$ cat src/rtl/icf_pkg.sv
`timescale 1ns / 1ps
// Shared types, constants and helper functions of the IMU complementary filter.
// No dependencies; every other file but tb/tb_channels.sv imports this package.
package icf_pkg;

    // Arctangent table, atan(2^-i) in degrees, Q24
    localparam int ATAN_LEN   = 24;
    localparam int TABLE_FRAC = 24;
    localparam int PRESCALE   = 14;
    localparam logic [31:0] ATAN_Q24 [ATAN_LEN] = '{
        32'd754974720, 32'd445687602, 32'd235489089, 32'd119537938,
        32'd60000934,  32'd30029717,  32'd15018523,  32'd7509720,
        32'd3754917,   32'd1877466,   32'd938734,    32'd469367,
        32'd234684,    32'd117342,    32'd58671,     32'd29335,
        32'd14668,     32'd7334,      32'd3667,      32'd1833,
        32'd917,       32'd458,       32'd229,       32'd115
    };

    // Nanoseconds per second and its half, used for rounding
    localparam logic [29:0] NS_PER_S = 30'd1000000000;
    localparam logic [29:0] HALF_NS  = 30'd500000000;

    // Configuration port
    localparam int CFG_ADDR_W = 3;
    localparam int CFG_DATA_W = 24;
    typedef enum logic [CFG_ADDR_W-1:0] {
        CFG_NOISE_FLOOR = 3'd0,
        CFG_MAG_LOW     = 3'd1,
        CFG_MAG_HIGH    = 3'd2,
        CFG_MAX_STEP    = 3'd3,
        CFG_GYRO_WEIGHT = 3'd4
    } t_cfg_addr;

    // Reset values of the registers
    localparam logic [14:0] RST_NOISE_FLOOR = 15'd200;
    localparam logic [16:0] RST_MAG_LOW     = 17'd8192;
    localparam logic [16:0] RST_MAG_HIGH    = 17'd32768;
    localparam logic [23:0] RST_MAX_STEP    = 24'd5000000;
    localparam logic [16:0] RST_GYRO_WEIGHT = 17'd64225;
    localparam logic [16:0] WEIGHT_ONE      = 17'd65536;

    typedef enum logic [1:0] {
        ST_IDLE,
        ST_RUN,
        ST_BLEND,
        ST_DONE
    } t_top_state;

    typedef enum logic [1:0] {
        IP_IDLE,
        IP_MUL,
        IP_DIV,
        IP_FIN
    } t_integ_phase;

    // Table entry rounded from Q24 to the angle fraction width
    function automatic logic [31:0] atan_entry(input logic [4:0] idx, input int shift);
        logic [31:0] t;
        t = ATAN_Q24[idx];
        if (shift == 0) begin
            return t;
        end
        return (t + (32'd1 << (shift - 1))) >> shift;
    endfunction

    // Clamp a wide signed value to the signed 32-bit range
    function automatic logic signed [31:0] sat32(input logic signed [63:0] v);
        if (v > 64'sd2147483647) begin
            return 32'sh7FFFFFFF;
        end
        if (v < -64'sd2147483648) begin
            return 32'sh80000000;
        end
        return v[31:0];
    endfunction

endpackage

$ cat src/rtl/icf_blend.sv
`timescale 1ns / 1ps
// Weighted blend of gyro and accel angle: gyro product, accel product, round and clamp.
// Depends on icf_pkg for the weight limit and saturation.
module icf_blend import icf_pkg::*; (
    input  logic               i_clk,
    input  logic               i_rst_n,
    input  logic               i_start,
    input  logic signed [31:0] i_angle,
    input  logic signed [31:0] i_acc,
    input  logic [16:0]        i_weight,
    output logic               o_done,
    output logic signed [31:0] o_angle
);
    logic [1:0]         r_step;
    logic               r_done;
    logic signed [49:0] r_prod;
    logic signed [51:0] r_sum;
    logic signed [31:0] r_out;

    logic [16:0]        w_w;
    logic signed [17:0] w_ws, w_was;
    logic signed [49:0] w_p1, w_p2;
    logic signed [51:0] w_round;

    assign w_w     = (i_weight > WEIGHT_ONE) ? WEIGHT_ONE : i_weight;
    assign w_ws    = {1'b0, w_w};
    assign w_was   = {1'b0, WEIGHT_ONE - w_w};
    assign w_p1    = i_angle * w_ws;
    assign w_p2    = i_acc * w_was;
    assign w_round = (r_sum + 52'sd32768) >>> 16;

    // Step through gyro product, accel product, round and clamp
    always_ff @(posedge i_clk) begin
        if (!i_rst_n) begin
            r_step <= 2'd0;
            r_done <= 1'b0;
        end else begin
            r_done <= 1'b0;
            if (r_step == 2'd0) begin
                if (i_start) r_step <= 2'd1;
            end else if (r_step == 2'd3) begin
                r_step <= 2'd0;
                r_done <= 1'b1;
            end else begin
                r_step <= r_step + 2'd1;
            end
        end
    end

    always_ff @(posedge i_clk) begin
        case (r_step)
            2'd1:    r_prod <= w_p1;
            2'd2:    r_sum  <= 52'(r_prod) + 52'(w_p2);
            2'd3:    r_out  <= sat32(64'(w_round));
            default: ;
        endcase
    end

    assign o_done  = r_done;
    assign o_angle = r_out;

endmodule

$ cat config.mk
export PLATFORM = sky130hd
export DESIGN_NAME = icf_blend
export DESIGN_NICKNAME = d
export VERILOG_FILES = /design/src/rtl/icf_pkg.sv /design/src/rtl/icf_blend.sv
export SDC_FILE = /design/constraint.sdc
export NUM_CORES = 2
export LEC_CHECK = 0
export ABC_AREA = 1
export BUFFER_PORTS_ARGS = -buffer_cell sky130_fd_sc_hd__buf_2
export CORE_MARGIN = 2
export CORE_UTILIZATION = 59
export DETAILED_ROUTE_END_ITERATION = 16
export HOLD_SLACK_MARGIN = 0.15
export PLACE_DENSITY = 0.83
export REMOVE_ABC_BUFFERS = 1
export SLEW_MARGIN = 20
export SYNTH_ARGS = -nofsm -noshare
export SYNTH_HDL_FRONTEND = slang
export SYNTH_SLANG_ARGS = --single-unit
$ cat constraint.sdc
create_clock -name i_clk -period 10.8 [get_ports i_clk]
set_input_delay 1.62 -clock i_clk [delete_from_list [all_inputs] [get_ports i_clk]]
set_output_delay 1.62 -clock i_clk [all_outputs]
set_load 0.05 [all_outputs]
==> results.py <==
metrics = {
    "outcome": {
        "outcome": "finished, final reports clean",
    },
    "clock_network": {
        "path_clk_slew_ps": 70,
        "clock_latency_ps": 480,
        "cts_setup_buffers": 0,
        "cts.sinks": 121,
        "cts.repair.resized": 0,
        "cts_tree": "yes",
        "clockBufferDepth": 2,
        "cts_root_buffer": "clkbuf_16",
        "postCtsHoldBufs": 0,
        "cts_made_buffers": 17,
        "cts.htree.levels": 4,
    },
    "die": {
        "start_util_pct": 59.7,
        "pin_count": 117,
        "core_um2": 77600,
        "die_w_um": 284,
        "dieHeight_um": 284,
        "num_rows": 102,
        "dieArea_um2": 80800,
    },
    "logic_synthesis": {
        "synth-edff-count": 118,
        "ys_types": 49,
        "syn_inst": 5772,
        "ys_seq_area_share_pct": 7.78,
        "async_reset_ff_share_pct": 0,
        "ys_ff_latch": 121,
        "synth_ff_type": "edfxtp_1",
        "syn_area_um2": 46300,
        "yosysWarnings": 0,
        "syn_avg_cell_area_um2": 8.03,
    },
    "drt": {
        "post-route-drc-count": 0,
        "wl_um": 131000,
        "drt_iter0_drc": 2974,
        "drt_pre_antenna_iters": 6,
        "vias": 36950,
        "avgRoutedWirePerCell_um": 19.3,
        "via_per_inst": 5.42,
        "antenna_left": 0,
    },
    "setup_path": {
        "startpoint_type": "primary input",
        "slowest_stage": "inv_1",
        "critPathRequiredTime_ps": 11010,
        "critPathKind": "in -> reg",
        "critical_path.most_common_cell": "fa_1",
        "cp_slowest_stage_delay_ps": 620,
        "cp_data_arrival_time_ps": 9660,
        "endpoint_kind": "flip-flop",
        "crit_fanout": 26,
    },
    "placed_design": {
        "dp_hpwl_um": 112000,
        "place_inst": 6787,
        "io_buffers": 116,
        "gp_congestion": 1.02,
    },
    "worst_hold_path": {
        "hp-class": "reg -> reg",
    },
    "sta": {
        "drv_slew": 0,
        "rsz0062_at_grt": "no",
        "hold_violations": 0,
        "fin_crit_ps": 9440,
        "fin_tns_setup_ps": 0,
        "timing.fmax_mhz": 106,
        "worst_slew_pin_slew_ps": 901,
        "setup_viol": 0,
        "fin_skew_ps": 18.0,
        "relSlewSlack_pct": 40.0,
        "post-route-period-util_pct": 87.4,
    },
    "layout": {
        "final_cell_mix": "inv_1 (1821), nand2_1 (1184), fa_1 (1093)",
        "fin_nets": 7193,
        "final_common_cell": "inv_1",
        "drive_gt1_share_pct": 4.24,
        "syn_to_final_growth_pct": 4.38,
        "final_cells": 6820,
    },
    "global_routing": {
        "grt-ovfl-total": 0,
        "grt_max_degree": 59,
        "first_global_vias": 40275,
        "grt_first_pass_wirelength_um": 213000,
        "track_usage_pct": 34.1,
        "antenna_found_initial": 3,
    },
    "flow_run": {
        "maxCapViolations": 0,
    },
}
[cell type report]
cell class	instances	area, µm²
Fill cell	6675	29200
Clock buffer	17	425
Tap cell	1040	1300
Inverter	1836	6890
Timing Repair Buffer	168	971
Clock inverter	15	144
Sequential cell	121	3600
Multi-Input combinational cell	3622	35000
Antenna cell	1	2.50
[synth_stat cells (3+ instances only)]
cell type | instances | area [µm²]
o21a_1 | 9 | 67.6
xnor2_1 | 27 | 236
inv_1 | 1822 | 6840
nand3_1 | 115 | 576
nor2_1 | 491 | 1840
clkbuf_1 | 129 | 484
a21o_1 | 8 | 60.1
fa_1 | 1093 | 21900
nor2_2 | 3 | 18.8
nand4_1 | 25 | 156
a21boi_0 | 9 | 67.6
ha_1 | 250 | 3130
dfxtp_1 | 3 | 60.1
xor2_1 | 70 | 613
nor4_1 | 19 | 119
nor3_2 | 3 | 30.0
edfxtp_1 | 118 | 3540
inv_2 | 10 | 37.5
buf_2 | 31 | 155
o21bai_1 | 9 | 67.6
or2_2 | 7 | 43.8
o211ai_1 | 6 | 45.0
buf_1 | 19 | 71.3
a21oi_1 | 122 | 611
nor3_1 | 27 | 135
nand2_1 | 1184 | 4440
buf_4 | 11 | 82.6
a31oi_1 | 15 | 93.8
clkinv_1 | 3 | 11.3
o21ai_0 | 91 | 455
a211oi_1 | 5 | 37.5
o21ai_1 | 4 | 20.0
buf_6 | 3 | 33.8
nand2_2 | 10 | 62.6
and3_1 | 3 | 18.8
[cell families after synthesis]
| family | after synthesis | share of synthesized area [%] |
|---|---|---|
| buf+inv | 2029 | 16.7 |
| simple gates | 1897 | 16.3 |
| fa+ha+maj | 1343 | 54.0 |
| compound gates | 284 | 3.40 |
| flops | 121 | 7.78 |
| xor+xnor | 98 | 1.87 |
[metrics by stage]
stage,instance area [µm²],hold slack (ps),setup slack (ps),util [%]
final,48400,574,1360,62.3
after global routing,48400,594,815,62.3
after CTS,48300,578,1470,62.3
after detailed placement,47800,570,972,61.6
after global placement,47800,538,1180,61.6
after floorplan,45500,505,2250,-
[critical path: cells and delay by family]
| family | cells | cell delay [ps] |
|---|---|---|
| fa+ha+maj | 7 | 3480 |
| buf+inv | 7 | 1720 |
| compound gates | 6 | 1340 |
| simple gates | 10 | 1280 |
| xor+xnor | 1 | 170 |
[worst paths after layout]
path                                              from                endpoint  slack, ps  cells after the start
worst max-delay path                       i_weight[2]     r_sum[39]$_DFFE_PN_       1360                     31
worst min-delay path            r_step[0]$_SDFFE_PN0P_  r_step[0]$_SDFFE_PN0P_        570                      2
worst max register to register    r_prod[26]$_DFFE_PN_     r_sum[47]$_DFFE_PN_       5770                     17
worst min register to register  r_step[0]$_SDFFE_PN0P_  r_step[0]$_SDFFE_PN0P_        570                      2
[state kept, by name, summed over array words and instances (netlist names)]
name     cells
r_prod      50
o_angle     32
r_step       2
r_sum       36
o_done       1
[metal layers]
metal | vias to the layer above | routed length, µm | GRT usage (%)
li1 | 16272 | - | -
met1 | 18334 | 49800 | 43.8
met2 | 1935 | 61900 | 56.6
met3 | 405 | 12800 | 6.16
met4 | 4 | 6840 | 15.7
met5 | - | 20 | 0
Power is not shown: default switching activity piles up to over one toggle a cycle in this logic, so the estimate is an artifact.
