<file path="config.mk">
export PLATFORM = sky130hd
export DESIGN_NAME = icf_cordic
export DESIGN_NICKNAME = d
export VERILOG_FILES = /design/src/rtl/icf_pkg.sv /design/src/rtl/icf_cordic.sv
export SDC_FILE = /design/constraint.sdc
export NUM_CORES = 1
export LEC_CHECK = 0
export BUFFER_PORTS_ARGS = -buffer_cell sky130_fd_sc_hd__buf_2
export CAP_MARGIN = 40
export CORE_UTILIZATION = 38
export DETAILED_ROUTE_END_ITERATION = 7
export REMOVE_ABC_BUFFERS = 1
export SKIP_LAST_GASP = 1
export SLEW_MARGIN = 20
export SYNTH_ARGS = -nofsm -noshare
export SYNTH_HDL_FRONTEND = slang
export SYNTH_SLANG_ARGS = --single-unit
</file>
<file path="constraint.sdc">
create_clock -name i_clk -period 15.4 [get_ports i_clk]
set_clock_uncertainty 0.1 [all_clocks]
set_input_delay 0.77 -clock i_clk [delete_from_list [all_inputs] [get_ports i_clk]]
set_output_delay 0.77 -clock i_clk [all_outputs]
set_load 0.02 [all_outputs]
</file>
<file path="src/rtl/icf_pkg.sv">
`timescale 1ns / 1ps
// Shared types, constants and helper functions of the IMU complementary filter.
// No dependencies; every other file but tb/tb_channels.sv imports this package.
package icf_pkg;

    // Arctangent table, atan(2^-i) in degrees, Q24
    localparam int ATAN_LEN   = 24;
    localparam int TABLE_FRAC = 24;
    localparam int PRESCALE   = 14;
    localparam logic [31:0] ATAN_Q24 [ATAN_LEN] = '{
        32'd754974720, 32'd445687602, 32'd235489089, 32'd119537938,
        32'd60000934,  32'd30029717,  32'd15018523,  32'd7509720,
        32'd3754917,   32'd1877466,   32'd938734,    32'd469367,
        32'd234684,    32'd117342,    32'd58671,     32'd29335,
        32'd14668,     32'd7334,      32'd3667,      32'd1833,
        32'd917,       32'd458,       32'd229,       32'd115
    };

    // Nanoseconds per second and its half, used for rounding
    localparam logic [29:0] NS_PER_S = 30'd1000000000;
    localparam logic [29:0] HALF_NS  = 30'd500000000;

    // Configuration port
    localparam int CFG_ADDR_W = 3;
    localparam int CFG_DATA_W = 24;
    typedef enum logic [CFG_ADDR_W-1:0] {
        CFG_NOISE_FLOOR = 3'd0,
        CFG_MAG_LOW     = 3'd1,
        CFG_MAG_HIGH    = 3'd2,
        CFG_MAX_STEP    = 3'd3,
        CFG_GYRO_WEIGHT = 3'd4
    } t_cfg_addr;

    // Reset values of the registers
    localparam logic [14:0] RST_NOISE_FLOOR = 15'd200;
    localparam logic [16:0] RST_MAG_LOW     = 17'd8192;
    localparam logic [16:0] RST_MAG_HIGH    = 17'd32768;
    localparam logic [23:0] RST_MAX_STEP    = 24'd5000000;
    localparam logic [16:0] RST_GYRO_WEIGHT = 17'd64225;
    localparam logic [16:0] WEIGHT_ONE      = 17'd65536;

    typedef enum logic [1:0] {
        ST_IDLE,
        ST_RUN,
        ST_BLEND,
        ST_DONE
    } t_top_state;

    typedef enum logic [1:0] {
        IP_IDLE,
        IP_MUL,
        IP_DIV,
        IP_FIN
    } t_integ_phase;

    // Table entry rounded from Q24 to the angle fraction width
    function automatic logic [31:0] atan_entry(input logic [4:0] idx, input int shift);
        logic [31:0] t;
        t = ATAN_Q24[idx];
        if (shift == 0) begin
            return t;
        end
        return (t + (32'd1 << (shift - 1))) >> shift;
    endfunction

    // Clamp a wide signed value to the signed 32-bit range
    function automatic logic signed [31:0] sat32(input logic signed [63:0] v);
        if (v > 64'sd2147483647) begin
            return 32'sh7FFFFFFF;
        end
        if (v < -64'sd2147483648) begin
            return 32'sh80000000;
        end
        return v[31:0];
    endfunction

endpackage

</file>
<file path="src/rtl/icf_cordic.sv">
`timescale 1ns / 1ps
// Vectoring CORDIC for atan2 in degrees, one micro-rotation per cycle.
// Depends on icf_pkg for the arctangent table and saturation.
module icf_cordic import icf_pkg::*; #(
    parameter int STEPS     = 16,
    parameter int FRAC_BITS = 16
) (
    input  logic               i_clk,
    input  logic               i_rst_n,
    input  logic               i_start,
    input  logic signed [15:0] i_num,
    input  logic signed [15:0] i_den,
    output logic               o_done,
    output logic signed [31:0] o_angle
);
    localparam int NSTEP = (STEPS < ATAN_LEN) ? STEPS : ATAN_LEN;
    localparam int IW    = $clog2(NSTEP);
    localparam int SHIFT = TABLE_FRAC - FRAC_BITS;
    localparam int XW    = 34;
    localparam int AW    = 34;

    logic                 r_busy;
    logic [IW-1:0]        r_i;
    logic signed [XW-1:0] r_x, r_y;
    logic signed [AW-1:0] r_ang;
    logic                 r_done;
    logic signed [31:0]   r_out;

    logic signed [XW-1:0] w_den, w_num, w_xs, w_ys;
    logic signed [AW-1:0] w_half, w_entry, w_ang_next;

    assign w_den      = {{(XW-16){i_den[15]}}, i_den};
    assign w_num      = {{(XW-16){i_num[15]}}, i_num};
    assign w_half     = AW'(180) <<< FRAC_BITS;
    assign w_xs       = r_x >>> r_i;
    assign w_ys       = r_y >>> r_i;
    assign w_entry    = {2'b00, atan_entry(5'(r_i), SHIFT)};
    assign w_ang_next = (r_y > 0) ? r_ang + w_entry : r_ang - w_entry;

    always_ff @(posedge i_clk) begin
        if (!i_rst_n) begin
            r_busy <= 1'b0;
            r_done <= 1'b0;
        end else begin
            r_done <= 1'b0;
            if (!r_busy && i_start) begin
                if (i_num == 16'sd0) begin
                    r_done <= 1'b1;
                end else begin
                    r_busy <= 1'b1;
                end
            end else if (r_busy && r_i == IW'(NSTEP - 1)) begin
                r_busy <= 1'b0;
                r_done <= 1'b1;
            end
        end
    end

    // Fold the left half-plane, then rotate toward the x axis
    always_ff @(posedge i_clk) begin
        if (!r_busy) begin
            r_i <= '0;
            if (i_start) begin
                if (i_num == 16'sd0) begin
                    r_out <= i_den[15] ? sat32(64'(w_half)) : 32'sd0;
                end else if (i_den[15]) begin
                    r_x   <= (-w_den) <<< PRESCALE;
                    r_y   <= (-w_num) <<< PRESCALE;
                    r_ang <= i_num[15] ? -w_half : w_half;
                end else begin
                    r_x   <= w_den <<< PRESCALE;
                    r_y   <= w_num <<< PRESCALE;
                    r_ang <= '0;
                end
            end
        end else begin
            if (r_y > 0) begin
                r_x <= r_x + w_ys;
                r_y <= r_y - w_xs;
            end else begin
                r_x <= r_x - w_ys;
                r_y <= r_y + w_xs;
            end
            r_ang <= w_ang_next;
            r_i   <= r_i + 1'b1;
            if (r_i == IW'(NSTEP - 1)) begin
                r_out <= sat32(64'(w_ang_next));
            end
        end
    end

    assign o_done  = r_done;
    assign o_angle = r_out;

endmodule

</file>
==> results of run 1 <==
[worst paths after layout]
check        cells after the start  slack [ns]                         to
max                             24        7.15  o_angle[11]$_SDFFCE_PN0P_
min                              2        0.40          o_done$_SDFF_PN0_
max reg2reg                     24        7.15  o_angle[11]$_SDFFCE_PN0P_
min reg2reg                      1        0.52          r_i[0]$_SDFF_PN0_
[flip-flops by register name, indices dropped and copies added, names as in the netlist]
name and flops:
o_done 1, r_i 4, r_busy 1, r_y 34, r_x 34, o_angle 32, r_ang 34
[power by group through the flow]
stage	clock [µW]	combinational, µW	sequential (µW)
after floorplan	0	2790	764
after global placement	0	3410	863
after detailed placement	0	3480	864
after CTS	460	3500	859
after global routing	471	3930	880
final	447	3530	863
[cell usage after synthesis (14+ instances only)]
| master | count | area share |
|---|---|---|
| sky130_fd_sc_hd__nand2b_1 | 30 | 0.011 |
| sky130_fd_sc_hd__o31ai_1 | 14 | 0.0061 |
| sky130_fd_sc_hd__a211oi_1 | 19 | 0.0083 |
| sky130_fd_sc_hd__buf_2 | 27 | 0.0078 |
| sky130_fd_sc_hd__a31oi_1 | 26 | 0.0094 |
| sky130_fd_sc_hd__mux2_2 | 33 | 0.022 |
| sky130_fd_sc_hd__a21o_1 | 70 | 0.030 |
| sky130_fd_sc_hd__o21ai_0 | 157 | 0.046 |
| sky130_fd_sc_hd__mux2i_1 | 58 | 0.034 |
| sky130_fd_sc_hd__buf_1 | 21 | 0.0046 |
| sky130_fd_sc_hd__o21a_1 | 25 | 0.011 |
| sky130_fd_sc_hd__clkbuf_1 | 49 | 0.011 |
| sky130_fd_sc_hd__inv_1 | 67 | 0.015 |
| sky130_fd_sc_hd__xor2_1 | 67 | 0.034 |
| sky130_fd_sc_hd__nand2_1 | 211 | 0.046 |
| sky130_fd_sc_hd__xnor2_1 | 126 | 0.064 |
| sky130_fd_sc_hd__nor2_1 | 166 | 0.036 |
| sky130_fd_sc_hd__edfxtp_1 | 134 | 0.23 |
| sky130_fd_sc_hd__mux4_2 | 60 | 0.078 |
| sky130_fd_sc_hd__nand4_1 | 14 | 0.0051 |
| sky130_fd_sc_hd__nor4_1 | 19 | 0.0069 |
| sky130_fd_sc_hd__ha_1 | 113 | 0.082 |
| sky130_fd_sc_hd__nand3_1 | 38 | 0.011 |
| sky130_fd_sc_hd__and3_1 | 15 | 0.0054 |
| sky130_fd_sc_hd__a21oi_1 | 151 | 0.044 |
| sky130_fd_sc_hd__or3_1 | 22 | 0.0080 |
| sky130_fd_sc_hd__and2_1 | 22 | 0.0080 |
| sky130_fd_sc_hd__nor3_1 | 33 | 0.0096 |
| sky130_fd_sc_hd__nor2b_1 | 28 | 0.010 |
[per-stage QoR]
stage / instance area (µm²) / hold WS (ns) / util / total power [µW]
floorplan: 16850 / 0.5720 / - / 3557
global placement: 18060 / 0.6008 / 0.4058 / 4270
detailed placement: 18130 / 0.5984 / 0.4074 / 4345
CTS: 18740 / 0.3579 / 0.4211 / 4821
global route: 18810 / 0.3878 / 0.4226 / 5282
finish: 18810 / 0.3961 / 0.4226 / 4842
[layout make-up]
cell class,instances,area [µm²]
clock inverter,13,181.4
timing repair buffer,87,559.3
tap,592,740.7
inverter,71,266.5
fill,4500,25700
multi-input combinational,1689,12470
clock buffer,18,429.2
sequential,140,4163
[layout by cell type, fill, tap and decap left out, types with 30 or more instances in the layout]
cell | synthesis | layout
sky130_fd_sc_hd__a21oi_1 | 151 | 150
sky130_fd_sc_hd__inv_1 | 67 | 67
sky130_fd_sc_hd__mux2_2 | 33 | 33
sky130_fd_sc_hd__mux2i_1 | 58 | 58
sky130_fd_sc_hd__nand2b_1 | 30 | 30
sky130_fd_sc_hd__xor2_1 | 67 | 67
sky130_fd_sc_hd__edfxtp_1 | 134 | 134
sky130_fd_sc_hd__o21ai_0 | 157 | 156
sky130_fd_sc_hd__xnor2_1 | 126 | 126
sky130_fd_sc_hd__nor3_1 | 33 | 33
sky130_fd_sc_hd__nand2_1 | 211 | 210
sky130_fd_sc_hd__nor2_1 | 166 | 165
sky130_fd_sc_hd__nand3_1 | 38 | 38
sky130_fd_sc_hd__mux4_2 | 60 | 60
sky130_fd_sc_hd__buf_2 | 27 | 67
sky130_fd_sc_hd__ha_1 | 113 | 113
sky130_fd_sc_hd__a21o_1 | 70 | 70
[worst max-delay path, stage by stage (launching register included)]
cell	delay, ns
sky130_fd_sc_hd__dfxtp_4	0.59
sky130_fd_sc_hd__inv_1	0.46
sky130_fd_sc_hd__ha_1	0.45
sky130_fd_sc_hd__or2_2	0.33
sky130_fd_sc_hd__mux4_2	0.52
sky130_fd_sc_hd__o2111a_1	0.25
sky130_fd_sc_hd__or4_1	0.57
sky130_fd_sc_hd__a21boi_0	0.24
sky130_fd_sc_hd__a32o_1	0.19
sky130_fd_sc_hd__nand3_1	0.18
sky130_fd_sc_hd__nor2_1	0.16
sky130_fd_sc_hd__mux2_2	0.35
sky130_fd_sc_hd__a21oi_1	0.16
sky130_fd_sc_hd__ha_1	0.22
sky130_fd_sc_hd__nand2_1	0.08
sky130_fd_sc_hd__or3_1	0.37
sky130_fd_sc_hd__a21oi_1	0.22
sky130_fd_sc_hd__o31ai_1	0.20
sky130_fd_sc_hd__a31o_2	0.27
sky130_fd_sc_hd__and4b_1	0.20
sky130_fd_sc_hd__o41ai_1	0.40
sky130_fd_sc_hd__xor2_1	0.21
sky130_fd_sc_hd__o211ai_1	0.68
sky130_fd_sc_hd__buf_4	0.36
sky130_fd_sc_hd__a21bo_2	0.24
[kinds of logic (layout without fill, tap and decap cells)]
family / after synthesis / in the layout
AOI/OAI and AO/OA: 576 / 576
xor gates and xnor gates: 193 / 193
adders and majority gates: 116 / 116
buffers and inverters: 170 / 189
DFF: 140 / 140
muxes: 162 / 162
and+or+nand+nor: 642 / 642
[layer usage]
metal / global-route usage / routed length [µm]
met3: 0.03312 / 2754
met2: 0.3522 / 23630
met5: 0 / 0
met4: 0.07069 / 975
met1: 0.2993 / 23190
==> Implementation_results.wiki, run 1 <==
{| class="wikitable"
! Metric !! Value
|-
| Run status || finished clean
|-
| Power per cell area || 257.5 mW/mm²
|-
| Layout-stage area growth over the synthesis result || 8.912%
|-
| Switching share of power || 0.4945
|-
| Peak clock frequency supported by timing || 121.2 MHz
|-
| Relative contribution of the clock network to total power || 0.092
|-
| Number of warning messages in the yosys log || 0
|-
| CTS H-Tree Depth || 4
|-
| CTS Buf Count || 17
|-
| Pin count of the biggest net entering global routing || 78
|-
| Antenna violations before repair || 0
|-
| Diode count || 0
|-
| Fraction of final layout cells sized beyond drive strength 1 || 0.1184
|-
| Max-slew violation count || 0
|-
| Buffer levels on the longest clock path || 2
|-
| Clock transition at the registers of the reported paths || 0.07 ns
|-
| Total length of routed wires || 50560 µm
|-
| Static Leakage || 0.007469 µW
|-
| Required time worst endpoint || 15.55 ns
|-
| Number of standard cells in the layout, taps in and fillers out || 2610
|-
| Synth Area in Adders || 0.08535
|-
| Relative max-transition margin || 0.4127
|-
| Compound-gate portion of the synthesized area || 0.2094
|-
| Share of flip-flops with an asynchronous set or reset after synthesis || 0
|-
| DRC marker count from the first detailed-route iteration || 1370
|-
| Sort of element at the end of the critical path || flop
|-
| Post-Syn Instances || 1999
|-
| Total of flip-flops plus latches after synthesis || 140
|-
| TritonCTS Sinks || 140
|-
| Detailed Place HPWL || 37440 µm
|-
| Standard-cell row count || 77
|-
| Launch point of the worst reg-to-reg path || r_i[0]$_SDFF_PN0_
|-
| Worst slack at placement || 6.752 ns
|-
| Setup repair after global routing missed its margin || false
|-
| Seq/Total Area, Yosys || 0.2400
|-
| Dominant synthesized flop cell || sky130_fd_sc_hd__edfxtp_1
|-
| Die area || 0.04630 mm²
|-
| Combined area of all synthesized cells || 0.01727 mm²
|-
| Hold Fails Final Rpt || 0
|-
| DR vias || 15602
|-
| Critical path class || reg2reg
|-
| Post-synthesis mux area share || 0.1501
|-
| Detailed-route vias per instance || 5.978
|-
| Post-Synth Simple-Gate Area || 0.1775
|-
| Setup TNS Final || 0 ns
|-
| Synthesized-area fraction occupied by xor and xnor cells || 0.09788
|-
| Number of enable-type register cells in the synthesized netlist || 134
|-
| Switching power total || 2394 µW
|-
| Critical Path Source Type || flop
|-
| Final setup viols || 0
|-
| Highest net fanout along the worst path || 26
|-
| Internal power of the cells || 2448 µW
|-
| Overflow left after global routing || 0
|-
| Time the worst path needs with I/O delays and setup || 8.252 ns
|-
| Min setup slack post-route || 7.148 ns
|-
| Cts repair resizes || 0
|-
| Clock tree from TritonCTS || built
|-
| Horiz. Die Dim || 215.2 µm
|-
| Source-to-sink clock delay at the later pin of the worst-skew pair || 0.49 ns
|-
| Number of ports placed on the die boundary || 68
|-
| Worst EP arrival || 8.40 ns
|-
| Initial cell density of the core || 0.3880
|-
| DIE HEIGHT || 215.2 µm
|-
| Global placer's final weighted congestion || 0.9181
|-
| Synth cell types || 79
|-
| Slew at the pin closest to its max-slew limit || 0.8699 ns
|-
| Residual DRC count || 0
|-
| Number of global-route vias before repair || 14621
|-
| Port bufs || 67
|-
| Post-Syn Area per Cell || 8.639 µm²
|-
| Antenna violation net count after detailed routing || 0
|-
| Seq pwr share || 0.178
|-
| Largest family of logic cells by synthesized area || compound AO/OA/AOI/OAI gates
|-
| Share of the cycle needed by the critical path after routing || 0.5358
|-
| Worst Hold Launch || i_rst_n
|-
| Net count reported at finish || 2157
|-
| Highest ir drop seen on vdd || 105.1 µV
|-
| Global Route Usage Sum || 0.2187
|-
| Worst hold-check path type || in2reg
|-
| Placeable Area || 0.04451 mm²
|-
| Maximum Capacitance Violations || 0
|-
| Post CTS Setup Buffer Count || 0
|-
| Placed cell count || 2575
|-
| First drt pass iteration count || 7
|-
| Power share of the combinational group || 0.730
|-
| CTS root buf || sky130_fd_sc_hd__clkbuf_16
|-
| Global-route wire length before repair || 80460 µm
|-
| Hold_buf cts || 0
|-
| Critical path startpoint || r_i[0]$_SDFF_PN0_
|-
| Post-detailed-route wirelength per cell || 19.37 µm
|}
No activity file was read; power rests on OpenSTA's default activity.
==> run 2: changes to the inputs <==
clock period = 7.13 ns   (was 15.4 ns; I/O delays follow)
==> run 2 against run 1 <==
Against the previous run: sequential share of layout area fell by 0.13 points; flip-flop and latch count did not move; die area unchanged; critical path type unchanged; largest power group unchanged.
==> Implementation_results.wiki, run 2 (synthesis gave the netlist of run 1 again) <==
{| class="wikitable"
! Metric !! Value
|-
| Worst EP arrival || 6.86 ns (-1.54 ns)
|-
| Run status || finished clean
|-
| Detailed-route vias per instance || 5.969 (-0.14%)
|-
| Final setup viols || 0 (unchanged)
|-
| Maximum Capacitance Violations || 0 (unchanged)
|-
| Die area || 0.04630 mm² (unchanged)
|-
| Time the worst path needs with I/O delays and setup || 6.659 ns (-1.593 ns)
|-
| Number of global-route vias before repair || 14876 (+1.7%)
|-
| Diode count || 0 (unchanged)
|-
| Final Total Pwr || 10540 µW (+120%)
|-
| Peak clock frequency supported by timing || 150.2 MHz (+24%)
|-
| Critical Path Source Type || flop
|-
| Placed cell count || 2595 (+0.78%)
|-
| Static Leakage || 0.007551 µW (+1.1%)
|-
| Fraction of final layout cells sized beyond drive strength 1 || 0.1272 (+0.008776)
|-
| Relative max-transition margin || 0.4749 (+0.06222)
|-
| Max-slew violation count || 0 (unchanged)
|-
| Slowest cell on crit path || sky130_fd_sc_hd__or4_1
|-
| Hold Fails Final Rpt || 0 (unchanged)
|-
| Share of the cycle needed by the critical path after routing || 0.9339 (+0.3981)
|-
| Port bufs || 67 (unchanged)
|-
| DIE HEIGHT || 215.2 µm (unchanged)
|-
| Global-route wire length before repair || 80890 µm (+0.53%)
|-
| Critical path class || reg2reg
|-
| Most common cell after layout, fill and taps aside || sky130_fd_sc_hd__nand2_1
|-
| Overflow left after global routing || 0 (unchanged)
|-
| Longest individual stage delay on the worst path || 0.54 ns (-0.14 ns)
|-
| Net count reported at finish || 2174 (+0.79%)
|-
| Layout-stage area growth over the synthesis result || 9.571%
|-
| DRC marker count from the first detailed-route iteration || 1349 (-1.5%)
|-
| Sequence of cells on the critical path || inv_1 > ha_1 > or2_2 > mux4_2 > o2111a_1 > or4_1 > a21boi_0 > a32o_1 > nand3_1 > nor2_1 > mux2_2 > a21oi_1 > ha_1 > nand2_1 > or3_1 > a21oi_1 > o31ai_1 > a31o_2 > and4b_1 > o41ai_2 > xor2_1 > a21oi_4 > buf_4 > o31ai_1
|-
| Worst hold-check path type || in2reg
|-
| Setup TNS Final || 0 ns (unchanged)
|-
| Highest-count cells in the layout ignoring fill and taps || 210 x sky130_fd_sc_hd__nand2_1, 165 x sky130_fd_sc_hd__nor2_1, 156 x sky130_fd_sc_hd__o21ai_0
|-
| Buffer levels on the longest clock path || 2 (unchanged)
|-
| Number of ports placed on the die boundary || 68 (unchanged)
|-
| Buf/Inv on CP || 2 (unchanged)
|-
| Clock tree from TritonCTS || built
|-
| Total length of routed wires || 50930 µm (+0.73%)
|-
| Initial cell density of the core || 0.3880 (unchanged)
|-
| Highest ir drop seen on vdd || 231.2 µV (+120%)
|-
| Antenna violation net count after detailed routing || 0 (unchanged)
|-
| Detailed Place HPWL || 37910 µm (+1.3%)
|-
| Sort of element at the end of the critical path || flop
|-
| CTS H-Tree Depth || 4 (unchanged)
|-
| Clock transition at the registers of the reported paths || 0.07 ns (about the same)
|-
| Pin count of the biggest net entering global routing || 115 (+47%)
|-
| Number of standard cells in the layout, taps in and fillers out || 2628 (+0.69%)
|-
| Post-Route Hold Slack || 0.1347 ns (-0.2614 ns)
|-
| First drt pass iteration count || 6 (-1)
|-
| Family with the most delay on the worst path || compound AO/OA/AOI/OAI gates
|-
| Power per cell area || 557.0 mW/mm² (+120%)
|-
| Slew at the pin closest to its max-slew limit || 0.7847 ns (-0.08519 ns)
|-
| Setup repair after global routing missed its margin || true
|-
| Residual DRC count || 0 (unchanged)
|-
| Leading registers by flop count || r_ang (34), r_x (34), r_y (34)
|-
| TritonCTS Sinks || 140 (unchanged)
|-
| Placeable Area || 0.04451 mm² (unchanged)
|-
| Source-to-sink clock delay at the later pin of the worst-skew pair || 0.50 ns (about the same)
|-
| Horiz. Die Dim || 215.2 µm (unchanged)
|-
| CTS root buf || sky130_fd_sc_hd__clkbuf_16
|-
| Standard-cell row count || 77 (unchanged)
|-
| Global Route Usage Sum || 0.2206 (+0.001910)
|-
| Highest net fanout along the worst path || 22 (-15%)
|-
| DR vias || 15687 (+0.54%)
|-
| CTS Buf Count || 17 (unchanged)
|-
| Required time worst endpoint || 7.33 ns (-8.22 ns)
|-
| Post CTS Setup Buffer Count || 0 (unchanged)
|-
| Post-detailed-route wirelength per cell || 19.38 µm (about the same)
|-
| Global placer's final weighted congestion || 0.9210 (+0.32%)
|-
| Antenna violations before repair || 0 (unchanged)
|}
## run 2: changes by cell type in the layout (fill, tap and decap cells not counted), sizes merged
cell,delta
buf,+17
bufinv,-2
clkbuf,-2
clkinv,-1
dlygate4sd3,+1
inv,+5
## run 2: final cells by class
| cell class | count | area [µm²] |
|---|---|---|
| multi-input combinational | 1689 | 12480 |
| timing repair buffer | 104 | 673.1 |
| clock buffer | 17 | 425.4 |
| fill | 4436 | 25590 |
| tap | 592 | 740.7 |
| inverter | 71 | 266.5 |
| clock inverter | 15 | 170.2 |
| sequential | 140 | 4163 |
## run 2: power breakdown
group          internal (µW)  leakage [µW]  switching [µW]
Clock                    499      0.000294             447
Combinational           3410       0.00585            4340
Sequential              1380       0.00141             462
## run 2: worst paths after layout
kind,to,depth (start not counted),startpoint,slack [ns]
worst max-delay path,o_angle[0]$_SDFFCE_PN0P_,24,r_i[0]$_SDFF_PN0_,0.47
worst min register to register,r_ang[0]$_SDFFCE_PN0P_,3,r_ang[0]$_SDFFCE_PN0P_,0.68
worst max register to register,o_angle[0]$_SDFFCE_PN0P_,24,r_i[0]$_SDFF_PN0_,0.47
worst min-delay path,r_x[14]$_DFFE_PP_,3,i_den[0],0.13
## run 2: layer usage
metal | global-route usage | wire, µm | part of all wire | vias up
li1 | - | - | - | 7537
met1 | 0.2990 | 23300 | 0.46 | 7584
met2 | 0.3565 | 23780 | 0.47 | 495
met3 | 0.03595 | 2756 | 0.054 | 71
met4 | 0.07234 | 1091 | 0.021 | 0
met5 | 0 | 0 | 0 | -
## run 2: per-stage QoR
step | area, µm² | worst slack, ns | utilization
finish | 18920 | 0.4712 | 0.4251
floorplan | 16850 | -3.893 | -
global route | 18920 | -0.02098 | 0.4251
CTS | 18910 | 0.3193 | 0.4248
global placement | 18250 | 0.4713 | 0.4101
detailed placement | 18300 | 0.3801 | 0.4112
## run 2: repair_timing
item                                   CTS  global route
setup endpoints to repair                0            23
gates resized for setup                  0             2
endpoints found under the hold margin    2             0
hold buffers                             1             0
## run 2: worst min-delay path: cells and delay by family
| kind | cells | cell delay (ns) |
|---|---|---|
| buf+inv | 2 | 0.14 |
| compound gates | 1 | 0.13 |
