## src/rtl/icf_pkg.sv

```systemverilog
`timescale 1ns / 1ps
// Shared types, constants and helper functions of the IMU complementary filter.
// No dependencies; every other file but tb/tb_channels.sv imports this package.
package icf_pkg;

    // Arctangent table, atan(2^-i) in degrees, Q24
    localparam int ATAN_LEN   = 24;
    localparam int TABLE_FRAC = 24;
    localparam int PRESCALE   = 14;
    localparam logic [31:0] ATAN_Q24 [ATAN_LEN] = '{
        32'd754974720, 32'd445687602, 32'd235489089, 32'd119537938,
        32'd60000934,  32'd30029717,  32'd15018523,  32'd7509720,
        32'd3754917,   32'd1877466,   32'd938734,    32'd469367,
        32'd234684,    32'd117342,    32'd58671,     32'd29335,
        32'd14668,     32'd7334,      32'd3667,      32'd1833,
        32'd917,       32'd458,       32'd229,       32'd115
    };

    // Nanoseconds per second and its half, used for rounding
    localparam logic [29:0] NS_PER_S = 30'd1000000000;
    localparam logic [29:0] HALF_NS  = 30'd500000000;

    // Configuration port
    localparam int CFG_ADDR_W = 3;
    localparam int CFG_DATA_W = 24;
    typedef enum logic [CFG_ADDR_W-1:0] {
        CFG_NOISE_FLOOR = 3'd0,
        CFG_MAG_LOW     = 3'd1,
        CFG_MAG_HIGH    = 3'd2,
        CFG_MAX_STEP    = 3'd3,
        CFG_GYRO_WEIGHT = 3'd4
    } t_cfg_addr;

    // Reset values of the registers
    localparam logic [14:0] RST_NOISE_FLOOR = 15'd200;
    localparam logic [16:0] RST_MAG_LOW     = 17'd8192;
    localparam logic [16:0] RST_MAG_HIGH    = 17'd32768;
    localparam logic [23:0] RST_MAX_STEP    = 24'd5000000;
    localparam logic [16:0] RST_GYRO_WEIGHT = 17'd64225;
    localparam logic [16:0] WEIGHT_ONE      = 17'd65536;

    typedef enum logic [1:0] {
        ST_IDLE,
        ST_RUN,
        ST_BLEND,
        ST_DONE
    } t_top_state;

    typedef enum logic [1:0] {
        IP_IDLE,
        IP_MUL,
        IP_DIV,
        IP_FIN
    } t_integ_phase;

    // Table entry rounded from Q24 to the angle fraction width
    function automatic logic [31:0] atan_entry(input logic [4:0] idx, input int shift);
        logic [31:0] t;
        t = ATAN_Q24[idx];
        if (shift == 0) begin
            return t;
        end
        return (t + (32'd1 << (shift - 1))) >> shift;
    endfunction

    // Clamp a wide signed value to the signed 32-bit range
    function automatic logic signed [31:0] sat32(input logic signed [63:0] v);
        if (v > 64'sd2147483647) begin
            return 32'sh7FFFFFFF;
        end
        if (v < -64'sd2147483648) begin
            return 32'sh80000000;
        end
        return v[31:0];
    endfunction

endpackage

```

## src/rtl/icf_integ.sv

```systemverilog
`timescale 1ns / 1ps
// Gyro integrator: bit-serial |rate| * step, bit-serial division by 10^9 with
// rounding, then saturated add to the angle. Depends on icf_pkg.
module icf_integ import icf_pkg::*; #(
    parameter int FRAC_BITS = 16
) (
    input  logic               i_clk,
    input  logic               i_rst_n,
    input  logic               i_start,
    input  logic signed [31:0] i_angle,
    input  logic signed [23:0] i_rate,
    input  logic [23:0]        i_step,
    output logic               o_done,
    output logic signed [31:0] o_angle
);
    localparam int PW = 48;
    localparam int NW = PW + FRAC_BITS;
    localparam int CW = $clog2(NW + 1);

    t_integ_phase       r_phase, n_phase;
    logic [CW-1:0]      r_cnt;
    logic [PW-1:0]      r_mcand;
    logic [23:0]        r_mplier;
    logic [PW-1:0]      r_acc;
    logic [NW-1:0]      r_num;
    logic [29:0]        r_rem;
    logic [32:0]        r_quo;
    logic               r_ovf;
    logic               r_neg;
    logic signed [31:0] r_angle;
    logic               r_done;
    logic signed [31:0] r_out;

    logic [23:0]        w_abs;
    logic [PW-1:0]      w_acc_next;
    logic [30:0]        w_trial;
    logic               w_ge;
    logic [30:0]        w_sub;
    logic signed [34:0] w_sum;

    assign w_abs      = i_rate[23] ? 24'(-i_rate) : 24'(i_rate);
    assign w_acc_next = r_acc + (r_mplier[0] ? r_mcand : '0);
    assign w_trial    = {r_rem, r_num[NW-1]};
    assign w_ge       = w_trial >= {1'b0, NS_PER_S};
    assign w_sub      = w_trial - {1'b0, NS_PER_S};
    assign w_sum      = 35'(r_angle) + (r_neg ? -$signed({2'b00, r_quo})
                                              : $signed({2'b00, r_quo}));

    // Advance phases
    always_comb begin
        n_phase = r_phase;
        case (r_phase)
            IP_IDLE: if (i_start) n_phase = IP_MUL;
            IP_MUL:  if (r_cnt == CW'(23)) n_phase = IP_DIV;
            IP_DIV:  if (r_cnt == CW'(NW - 1)) n_phase = IP_FIN;
            IP_FIN:  n_phase = IP_IDLE;
            default: n_phase = IP_IDLE;
        endcase
    end

    always_ff @(posedge i_clk) begin
        if (!i_rst_n) begin
            r_phase <= IP_IDLE;
            r_done  <= 1'b0;
        end else begin
            r_phase <= n_phase;
            r_done  <= (r_phase == IP_FIN);
        end
    end

    // Shift-add multiply, restoring divide, saturate
    always_ff @(posedge i_clk) begin
        case (r_phase)
            IP_IDLE: begin
                r_mcand  <= {24'd0, w_abs};
                r_mplier <= i_step;
                r_acc    <= '0;
                r_cnt    <= '0;
                r_neg    <= i_rate[23];
                r_angle  <= i_angle;
            end
            IP_MUL: begin
                r_acc    <= w_acc_next;
                r_mcand  <= r_mcand << 1;
                r_mplier <= r_mplier >> 1;
                r_cnt    <= r_cnt + 1'b1;
                if (r_cnt == CW'(23)) begin
                    r_num <= (NW'(w_acc_next) << FRAC_BITS) + NW'(HALF_NS);
                    r_rem <= '0;
                    r_quo <= '0;
                    r_ovf <= 1'b0;
                    r_cnt <= '0;
                end
            end
            IP_DIV: begin
                r_num <= r_num << 1;
                r_rem <= w_ge ? w_sub[29:0] : w_trial[29:0];
                r_quo <= {r_quo[31:0], w_ge};
                r_ovf <= r_ovf | r_quo[32];
                r_cnt <= r_cnt + 1'b1;
            end
            IP_FIN: begin
                if (r_ovf) begin
                    r_out <= r_neg ? 32'sh80000000 : 32'sh7FFFFFFF;
                end else begin
                    r_out <= sat32(64'(w_sum));
                end
            end
            default: ;
        endcase
    end

    assign o_done  = r_done;
    assign o_angle = r_out;

endmodule

```

## config.mk

```make
export PLATFORM = sky130hd
export DESIGN_NAME = icf_integ
export DESIGN_NICKNAME = d
export VERILOG_FILES = /design/src/rtl/icf_pkg.sv /design/src/rtl/icf_integ.sv
export SDC_FILE = /design/constraint.sdc
export NUM_CORES = 1
export LEC_CHECK = 0
export BUFFER_PORTS_ARGS = -buffer_cell sky130_fd_sc_hd__buf_2
export CAP_MARGIN = 20
export CORE_MARGIN = 2
export CORE_UTILIZATION = 45
export DETAILED_ROUTE_END_ITERATION = 10
export HOLD_SLACK_MARGIN = 0.12
export PLACE_DENSITY_LB_ADDON = 0.05
export RECOVER_POWER = 100
export SKIP_LAST_GASP = 1
export SYNTH_ARGS = -nofsm -noshare
export SYNTH_HDL_FRONTEND = slang
export SYNTH_SLANG_ARGS = --single-unit
```

## constraint.sdc

```tcl
create_clock -name i_clk -period 8.29 [get_ports i_clk]
set_input_delay 0.829 -clock i_clk [delete_from_list [all_inputs] [get_ports i_clk]]
set_output_delay 0.829 -clock i_clk [all_outputs]
set_load 0.05 [all_outputs]
```

==> impl_metrics.py, run 1 <==
metrics = {
    "routing": {
        "number_of_search_and_repair_iterations_in_the_first_detailed_routing_pass": 6,
        "detail_route.drc_violations": 0,
        "detail_route.iter0.violations": 796,
        "route.antenna.remaining_nets": 0,
        "wirelength_um": 43900,
        "drt-vias-per-instance": 5.50,
        "wl_per_cell_um": 16.9,
        "routed-via-count": 14321,
    },
    "logic_synthesis": {
        "synth_xor_area_frac": 0.0819,
        "area_of_the_mapped_netlist_sq_um": 20000,
        "post_synth_and_or_nand_nor_area_fraction": 0.183,
        "synth_fa_ha_area_frac": 0.0596,
        "synth_compound_gate_area_share": 0.159,
        "synth.mux.area_fraction": 0.0172,
        "postSynthNetCount": 2081,
        "ys_top_cells_by_count": "312 x edfxtp_1, 166 x nand2_1, 157 x and2_1",
        "synth_top_flop_cell": "edfxtp_1",
        "post-synth-top-area-fraction": 0.469,
        "synth_top_family_by_area": "simple AND/OR/NAND/NOR gates",
        "yosys_warnings": 0,
        "synth.ff_latch_count": 315,
        "yosys.cell_types.count": 112,
        "synth.largest_area_cell": "edfxtp_1",
        "yosys-top-cells-area": "edfxtp_1 47%, ha_1 5.8%, and2_1 4.9%, xnor2_1 4.3%, o21ai_0 3.8%",
        "synthMostInstantiatedCell": "edfxtp_1",
        "synth-edff-count": 312,
        "synthesis.instances": 1904,
        "postSynthAreaPerCell_sq_um": 10.5,
        "synth-seq-area-share": 0.472,
        "synthArstFlopShare": 0,
    },
    "cts": {
        "htree_levels": 2,
        "cts_tree": "yes",
        "post-cts-setup-buffer-count": 0,
        "cts_hold_repair.buffers": 0,
        "cts.root.buffer_cell": "clkbuf_16",
        "count_of_clock_tree_sinks": 315,
        "tritoncts.num_buffers": 38,
        "path_clk_slew_ns": 0.06,
        "worst_skew_pair.late_latency_ns": 0.56,
        "clk_path_buf_depth": 3,
        "post_cts.resized_instances": 0,
    },
    "placement": {
        "io_buffer_count": 115,
        "gp_routability_congestion": 0.866,
        "detailed_place.area_sq_um": 21000,
        "detailedPlacementHpwl_um": 31500,
        "dp_worst_setup_slack_ns": 2.07,
    },
    "global_routing": {
        "overflow": 0,
        "grt_antenna_before_repair": 0,
        "grt_first_pass_wirelength_um": 72800,
        "via_count_of_the_first_global_routing_pass": 14131,
        "grt_start_max_net_pins": 92,
        "gr-usage-all-layers": 0.191,
    },
    "sta": {
        "worst_hold_slack_ns": 0.448,
        "fmaxAchievable_mhz": 147,
        "layout_worst_path_cycle_share": 0.818,
        "min_period_ns": 6.78,
        "final_critical_path_setup_slack_ns": 1.51,
        "report.final.slew_viol_count": 570,
        "rsz_0062_raised_after_global_routing": "no",
        "setup-tns-final_ns": 0,
        "relSlewSlack": -1.38,
        "worst_clock_skew_ns": 0.0219,
        "setup_viol_count_final": 0,
        "finalHoldViolations": 0,
        "worst_pin_slew_ns": 3.57,
    },
    "critical_path": {
        "timing_worst_setup_path_type": "reg -> reg",
        "worst_path_top_cell_family_by_delay": "simple AND/OR/NAND/NOR gates",
        "critPathMaxFanout": 48,
        "cp-end-kind": "flip-flop",
        "cp_buf_inv_count": 1,
        "r2r_setup_slack_ns": 1.51,
        "r2r_cells": 14,
        "critPathArrivalTime_ns": 7.10,
        "critical_path.cell_chain": "clkbuf_1, and2_0, ha_1, nand2_1, or4_1, or4b_1, a311o_1, o2111a_2, a211oi_1, nand4_4, nor4_4, nand3_1, or3_1, a31o_1",
        "timing.rr.end": "r_num[61]",
        "critPathLaunchType": "flip-flop",
        "timing.critical_path.slowest_stage_cell": "clkbuf_1",
        "slowest_stage_delay_on_critical_path_ns": 1.25,
        "crit_required_ns": 8.60,
        "timing.rr.start": "r_mplier[0]",
    },
    "floorplan": {
        "die_height_um": 215,
        "boundaryPins": 116,
        "initial_utilization": 0.454,
        "die_area_sq_um": 46100,
        "placeableCoreArea_sq_um": 44000,
        "std_cell_rows": 77,
        "chipWidth_um": 215,
    },
    "worst_hold_path": {
        "hold-path-endpoint": "r_angle[0]",
        "min-delay-path-class": "in -> reg",
        "min_path_cells": 1,
        "worst_hold_startpoint": "i_angle[0]",
    },
    "power_and_ir_drop": {
        "pwr_cell_area_nw_per_um2": 479,
        "leakage_uw": 0.00804,
        "power.ir.vdd_worst_mv": 0.289,
    },
    "run_status": {
        "violations": "max-capacitance violations, max-slew violations",
        "outcome": "finished, violations left",
    },
    "layout": {
        "final_design_area_no_fill_sq_um": 22000,
        "multiInputGateArea_sq_um": 9930,
        "layout_cells_sized_above_1": 0.0939,
        "post_layout_nets": 2160,
        "flow.area_growth_from_synthesis_pct": 9.98,
        "fillCellCount": 4163,
        "layout.area.seq_sq_um": 9430,
    },
    "run": {
        "drv_cap": 11,
    },
}
## cell families after synthesis
group | after synthesis
AOI/OAI and AO/OA | 483
xor gates and xnor gates | 185
adders and majority gates | 94
buffers and inverters | 117
DFF | 315
muxes | 31
and+or+nand+nor | 679
## sequential cells by signal, summed over array words and instances, names as in the netlist
| signal | cells |
|---|---|
| r_num | 56 |
| r_ovf | 1 |
| o_angle | 32 |
| r_mcand | 48 |
| r_quo | 33 |
| r_acc | 48 |
| o_done | 1 |
| r_rem | 30 |
| r_phase | 2 |
| r_angle | 32 |
| r_mplier | 24 |
| r_cnt | 7 |
| r_neg | 1 |
## final cells by class
| type | instances | share of cell area |
|---|---|---|
| Inverter | 29 | 0.00495 |
| Timing Repair Buffer | 127 | 0.0264 |
| Sequential cell | 315 | 0.429 |
| Multi-Input combinational cell | 1472 | 0.452 |
| Clock inverter | 21 | 0.00883 |
| Antenna cell | 1 | 0.000114 |
| Clock buffer | 48 | 0.0450 |
| Tap cell | 592 | 0.0337 |
## metrics by stage
step                      std cells  power, uW  utilization
after CTS                      2604      10700        0.504
after detailed placement       2535       8990        0.477
after global placement         2535       8920        0.477
final                          2605      10500        0.499
after global routing           2604      11500        0.499
after floorplan                1904       7790            -
## cells in the final DEF, fill, tap and decap left out, drive strengths merged, types with 18 or more instances in the layout
cell / instances
edfxtp: 312
o21ai: 169
nand2: 168
and2: 160
nor2: 115
xnor2: 100
clkbuf: 97
ha: 92
xor2: 85
a21oi: 83
buf: 78
a21o: 44
nand3: 43
nor3: 35
nand4: 30
inv: 30
mux2: 26
o31ai: 22
o21a: 22
nor2b: 20
and3: 18
## where the power goes
group | internal, uW | switching [uW]
Sequential | 2990 | 335
Clock | 940 | 658
Combinational | 2110 | 3490
## how the worst max path moves through the flow
stage / start / endpoint / depth (start not counted)
floorplan: r_phase[0] / r_num[10] / 6
global placement: r_quo[10] / o_angle[0] / 19
detailed placement: r_quo[10] / o_angle[13] / 19
CTS: r_quo[10] / o_angle[13] / 19
global route: r_mplier[0] / r_num[62] / 14
finish: r_mplier[0] / r_num[61] / 14
## routing by layer
metal | share of wire | track usage | vias up
met5 | 0 | 0 | -
met2 | 0.43 | 0.292 | 300
met4 | 0.023 | 0.0558 | 0
met1 | 0.51 | 0.278 | 6709
li1 | - | - | 7245
met3 | 0.042 | 0.0337 | 67
(Power assumes the default switching activity.)
==> inputs of run 2 (changes only) <==
- clock period: 8.29 -> 6.3 ns (I/O delays scaled with it)
==> impl_metrics.py, run 2 (same netlist as run 1, synthesis figures left out) <==
metrics = {
    "cts": {
        "path_clk_slew_ns": 0.06,
        "count_of_clock_tree_sinks": 315,
        "htree_levels": 2,
        "tritoncts.num_buffers": 39,
        "post_cts.resized_instances": 0,
        "post-cts-setup-buffer-count": 0,
        "cts.root.buffer_cell": "clkbuf_16",
        "cts_tree": "yes",
        "cts_hold_repair.buffers": 0,
        "clk_path_buf_depth": 3,
        "worst_skew_pair.late_latency_ns": 0.56,
    },
    "placement": {
        "gp_routability_congestion": 0.866,
        "inst_count_dp": 2539,
        "detailed_place.area_sq_um": 21000,
        "detailedPlacementHpwl_um": 31700,
        "io_buffer_count": 115,
    },
    "routing": {
        "detail_route.iter0.violations": 944,
        "wirelength_um": 44300,
        "met2RoutedLength_um": 18900,
        "wl_per_cell_um": 17.0,
        "number_of_search_and_repair_iterations_in_the_first_detailed_routing_pass": 5,
        "detail_route.drc_violations": 0,
        "wl_met1_um": 22400,
        "routed-via-count": 14395,
        "wl_met3_um": 2110,
        "maxUsedRoutingLayer": "met4",
        "route.antenna.remaining_nets": 0,
        "drt-vias-per-instance": 5.52,
    },
    "run_status": {
        "outcome": "finished, violations left",
        "violations": "max-capacitance violations, max-slew violations",
    },
    "critical_path": {
        "timing.rr.end": "r_num[62]",
        "critPathArrivalTime_ns": 6.16,
        "r2r_setup_slack_ns": 0.52,
        "timing_worst_setup_path_type": "reg -> reg",
        "crit_required_ns": 6.69,
        "critPathMaxFanout": 35,
        "timing.rr.start": "r_mplier[0]",
        "r2r_cells": 14,
        "cp-end-kind": "flip-flop",
        "critPathLaunchType": "flip-flop",
    },
    "layout": {
        "post_layout_nets": 2165,
        "num_antenna_cells": 0,
        "final_design_area_no_fill_sq_um": 22100,
        "flow.area_growth_from_synthesis_pct": 10.4,
        "layout_cells_sized_above_1": 0.103,
        "finish.cell_count_without_fillers": 2607,
        "most-common-layout-cells": "312 x edfxtp_1, 166 x nand2_1, 163 x o21ai_0, 115 x nor2_1, 100 x xnor2_1",
        "most_common_cell_after_layout_fill_and_taps_aside": "edfxtp_1",
        "regMostFlops": "r_num",
        "reg_top3": "r_num (56), r_acc (48), r_mcand (48)",
        "largest_register_ffs": 56,
    },
    "sta": {
        "rsz_0062_raised_after_global_routing": "no",
        "setup-tns-final_ns": 0,
        "worst_clock_skew_ns": 0.0156,
        "setup_viol_count_final": 0,
        "worst_hold_slack_ns": 0.250,
        "report.final.slew_viol_count": 358,
        "layout_worst_path_cycle_share": 0.917,
        "fmaxAchievable_mhz": 173,
        "min_period_ns": 5.78,
        "worst_pin_slew_ns": 3.56,
        "finalHoldViolations": 0,
        "relSlewSlack": -1.37,
    },
    "global_routing": {
        "overflow": 0,
        "via_count_of_the_first_global_routing_pass": 13777,
        "gr-usage-all-layers": 0.190,
        "grt_antenna_before_repair": 0,
        "grt_start_max_net_pins": 94,
        "grt_first_pass_wirelength_um": 71900,
    },
    "power_and_ir_drop": {
        "power.ir.vdd_worst_mv": 0.363,
        "leakage_uw": 0.00811,
        "share_clk_of_total_power": 0.154,
        "share_comb_of_total_power": 0.536,
        "switching_share": 0.427,
        "p_int_uw": 7980,
        "sequentialPowerShare": 0.311,
        "switching_power_uw": 5950,
        "pwr_cell_area_nw_per_um2": 632,
    },
    "floorplan": {
        "die_area_sq_um": 46100,
        "initial_utilization": 0.454,
        "placeableCoreArea_sq_um": 44000,
        "boundaryPins": 116,
        "std_cell_rows": 77,
        "chipWidth_um": 215,
        "die_height_um": 215,
    },
    "worst_hold_path": {
        "worst_hold_startpoint": "i_angle[22]",
        "hold-path-endpoint": "r_angle[22]",
        "min_path_cells": 1,
        "min-delay-path-class": "in -> reg",
    },
    "run": {
        "drv_cap": 8,
    },
}
[run 2: cell types whose count changed in the layout (fill, tap and decap cells not counted), sizes merged]
| cell | change |
|---|---|
| bufinv | -1 |
| buf | +5 |
| clkbuf | +1 |
| clkinvlp | -1 |
| inv | -1 |
| diode | -1 |
[run 2: final cells by class]
class | count | area, sq um
Inverter | 29 | 109
Fill cell | 4130 | 22000
Multi-Input combinational cell | 1472 | 9950
Sequential cell | 315 | 9430
Timing Repair Buffer | 131 | 614
Tap cell | 592 | 741
Clock inverter | 18 | 154
Clock buffer | 50 | 1060
[run 2: metal layers]
metal	global-route usage	vias to the layer above
li1	-	7248
met1	0.280	6772
met2	0.289	326
met3	0.0297	49
met4	0.0579	0
met5	0	-
[run 2: per-stage QoR]
step | total power, uW | setup WS, ns | utilization
after CTS | 14100 | 0.512 | 0.505
after detailed placement | 11900 | 0.536 | 0.478
after floorplan | 10200 | 1.01 | -
after global placement | 11800 | 0.623 | 0.478
after global routing | 15100 | 0.115 | 0.501
final | 13900 | 0.521 | 0.501
[run 2: power by group through the flow]
stage                     registers [uW]  logic, uW  clock network [uW]
after floorplan                     4330       5880                   0
after global placement              4320       7520                   0
after detailed placement            4320       7580                   0
after CTS                           4300       7600                2210
after global routing                4450       8400                2280
final                               4330       7470                2140
[run 2: worst max-delay path, stage by stage (launching register included)]
cell	delay, ns
edfxtp_1	0.55
buf_4	0.30
and2_0	0.19
ha_1	0.50
nand2_1	0.17
or4_1	0.54
or4b_1	0.63
nand2_1	0.18
xor2_1	0.36
nand4_1	0.28
nor3b_1	0.78
and4bb_4	0.42
nand3_4	0.11
or4_1	0.43
a31oi_1	0.17
[run 2: how the worst max path moves through the flow]
| stage | cells past startpoint | slack [ns] | end | startpoint |
|---|---|---|---|---|
| global placement | 20 | 0.62 | o_angle[28] | r_quo[10] |
| global route | 14 | 0.12 | r_num[62] | r_mplier[0] |
| floorplan | 20 | 1.01 | o_angle[10] | r_quo[10] |
| detailed placement | 20 | 0.54 | o_angle[28] | r_quo[10] |
| CTS | 20 | 0.51 | o_angle[20] | r_quo[10] |
| finish | 14 | 0.52 | r_num[62] | r_mplier[0] |
==> inputs of run 3 (changes only) <==
- PLACE_DENSITY: unset -> 0.61
- PLACE_DENSITY_LB_ADDON: 0.05 -> unset
==> impl_metrics.py, run 3 (same netlist as run 1, synthesis figures left out) <==
metrics = {
    "cts": {
        "tritoncts.num_buffers": 38,
        "path_clk_slew_ns": 0.06,
        "clk_path_buf_depth": 3,
        "post_cts.resized_instances": 0,
        "count_of_clock_tree_sinks": 315,
        "cts.root.buffer_cell": "clkbuf_16",
        "cts_hold_repair.buffers": 0,
        "htree_levels": 2,
        "cts_tree": "yes",
        "post-cts-setup-buffer-count": 0,
        "worst_skew_pair.late_latency_ns": 0.55,
    },
    "layout": {
        "post_layout_nets": 2164,
        "regMostFlops": "r_num",
        "layout_cells_sized_above_1": 0.101,
        "most_common_cell_after_layout_fill_and_taps_aside": "edfxtp_1",
        "most-common-layout-cells": "312 x edfxtp_1, 166 x nand2_1, 162 x o21ai_0, 115 x nor2_1, 100 x xnor2_1",
        "flow.area_growth_from_synthesis_pct": 10.3,
        "reg_top3": "r_num (56), r_acc (48), r_mcand (48)",
        "num_antenna_cells": 0,
        "largest_register_ffs": 56,
    },
    "critical_path": {
        "timing.rr.start": "r_mplier[0]",
        "r2r_setup_slack_ns": 0.46,
        "critPathLaunchType": "flip-flop",
        "timing_worst_setup_path_type": "reg -> reg",
        "cp-end-kind": "flip-flop",
        "crit_required_ns": 6.59,
        "r2r_cells": 14,
        "timing.rr.end": "r_num[61]",
        "critPathArrivalTime_ns": 6.13,
        "beginning_of_the_critical_path": "r_mplier[0]",
        "critPathMaxFanout": 33,
    },
    "global_routing": {
        "overflow": 0,
        "via_count_of_the_first_global_routing_pass": 13875,
        "met2_global_route_usage": 0.289,
        "grt_antenna_before_repair": 0,
        "top_usage_layer": "met2",
        "met1_usage": 0.274,
        "grt_start_max_net_pins": 105,
        "globalRouteMet3Util": 0.0282,
        "grt_first_pass_wirelength_um": 71900,
        "gr-usage-all-layers": 0.189,
    },
    "routing": {
        "wirelength_um": 43700,
        "detail_route.drc_violations": 0,
        "routed-via-count": 14362,
        "number_of_search_and_repair_iterations_in_the_first_detailed_routing_pass": 5,
        "drt-vias-per-instance": 5.51,
        "wl_per_cell_um": 16.8,
        "route.antenna.remaining_nets": 0,
        "detail_route.iter0.violations": 836,
    },
    "sta": {
        "final_critical_path_setup_slack_ns": 0.465,
        "setup_viol_count_final": 0,
        "report.final.slew_viol_count": 355,
        "finalHoldViolations": 0,
        "rsz_0062_raised_after_global_routing": "no",
        "layout_worst_path_cycle_share": 0.926,
        "relSlewSlack": -1.48,
        "worst_clock_skew_ns": 0.0223,
        "worst_pin_slew_ns": 3.72,
        "min_period_ns": 5.84,
        "fmaxAchievable_mhz": 171,
        "setup-tns-final_ns": 0,
    },
    "placement": {
        "dp_worst_setup_slack_ns": 0.554,
        "gp_routability_congestion": 0.861,
        "detailedPlacementHpwl_um": 30900,
        "io_buffer_count": 115,
    },
    "power_and_ir_drop": {
        "power.ir.vdd_worst_mv": 0.365,
        "leakage_uw": 0.00808,
        "pwr_cell_area_nw_per_um2": 629,
    },
    "worst_hold_path": {
        "min-delay-path-class": "in -> reg",
        "worst_hold_startpoint": "i_angle[30]",
        "hold-path-endpoint": "r_angle[30]",
        "min_path_cells": 1,
    },
    "floorplan": {
        "chipWidth_um": 215,
        "initial_utilization": 0.454,
        "std_cell_rows": 77,
        "die_height_um": 215,
        "placeableCoreArea_sq_um": 44000,
        "boundaryPins": 116,
        "die_area_sq_um": 46100,
    },
    "run_status": {
        "violations": "max-capacitance violations, max-slew violations",
        "outcome": "finished, violations left",
    },
    "run": {
        "drv_cap": 7,
    },
}
## run 3: cell count changes in the layout (fill, tap and decap cells not counted), sizes merged
cell,before,now
buf,83,84
bufinv,2,1
clkbuf,98,97
clkinvlp,1,0
clkinv,15,16
## run 3: cell type report
cell class | instances | area [sq um]
clock buffer | 50 | 1070
clock inverter | 17 | 104
fill | 4085 | 22000
inverter | 29 | 109
multi-input combinational | 1472 | 9960
sequential | 315 | 9430
tap | 592 | 741
timing repair buffer | 131 | 617
## run 3: how the worst max path moves through the flow
stage               cells past startpoint  slack (ns)           to
floorplan                              20        1.01  o_angle[10]
global placement                       20        0.62   o_angle[2]
detailed placement                     20        0.55   o_angle[3]
CTS                                    20        0.51   o_angle[3]
global route                           14        0.10    r_num[61]
finish                                 14        0.46    r_num[61]
## run 3: metrics by stage
stage               instance area [sq um]  utilization  power [uW]  hold slack, ns  instances
floorplan                           20000            -       10200           0.477       1904
global placement                    21000        0.477       11700           0.500       2539
detailed placement                  21000        0.477       11800           0.493       2539
CTS                                 22200        0.504       14000           0.217       2606
global route                        22000        0.500       15000           0.229       2606
finish                              22000        0.500       13900           0.254       2606
## run 3: layer usage
metal | wire (um) | share of wire
met1 | 21800 | 0.50
met4 | 1050 | 0.024
met3 | 1890 | 0.043
met5 | 0 | 0
met2 | 19000 | 0.43
## run 3: critical path: stages (launching register included)
cell,delay (ns)
edfxtp_1,0.56
buf_4,0.31
and2_0,0.17
ha_1,0.50
nand2_1,0.17
or4_1,0.54
or4b_1,0.64
a311o_1,0.47
o2111a_2,0.27
a211oi_1,0.57
nand4_4,0.17
nor4_2,0.50
nand3_1,0.17
or3_1,0.34
a31o_1,0.22
## run 3: report_power, final
group	switching [uW]	internal (uW)	leakage, uW	total (uW)
Combinational	4600	2840	0.00434	7440
Clock	859	1230	0.000575	2080
Sequential	446	3890	0.00316	4340
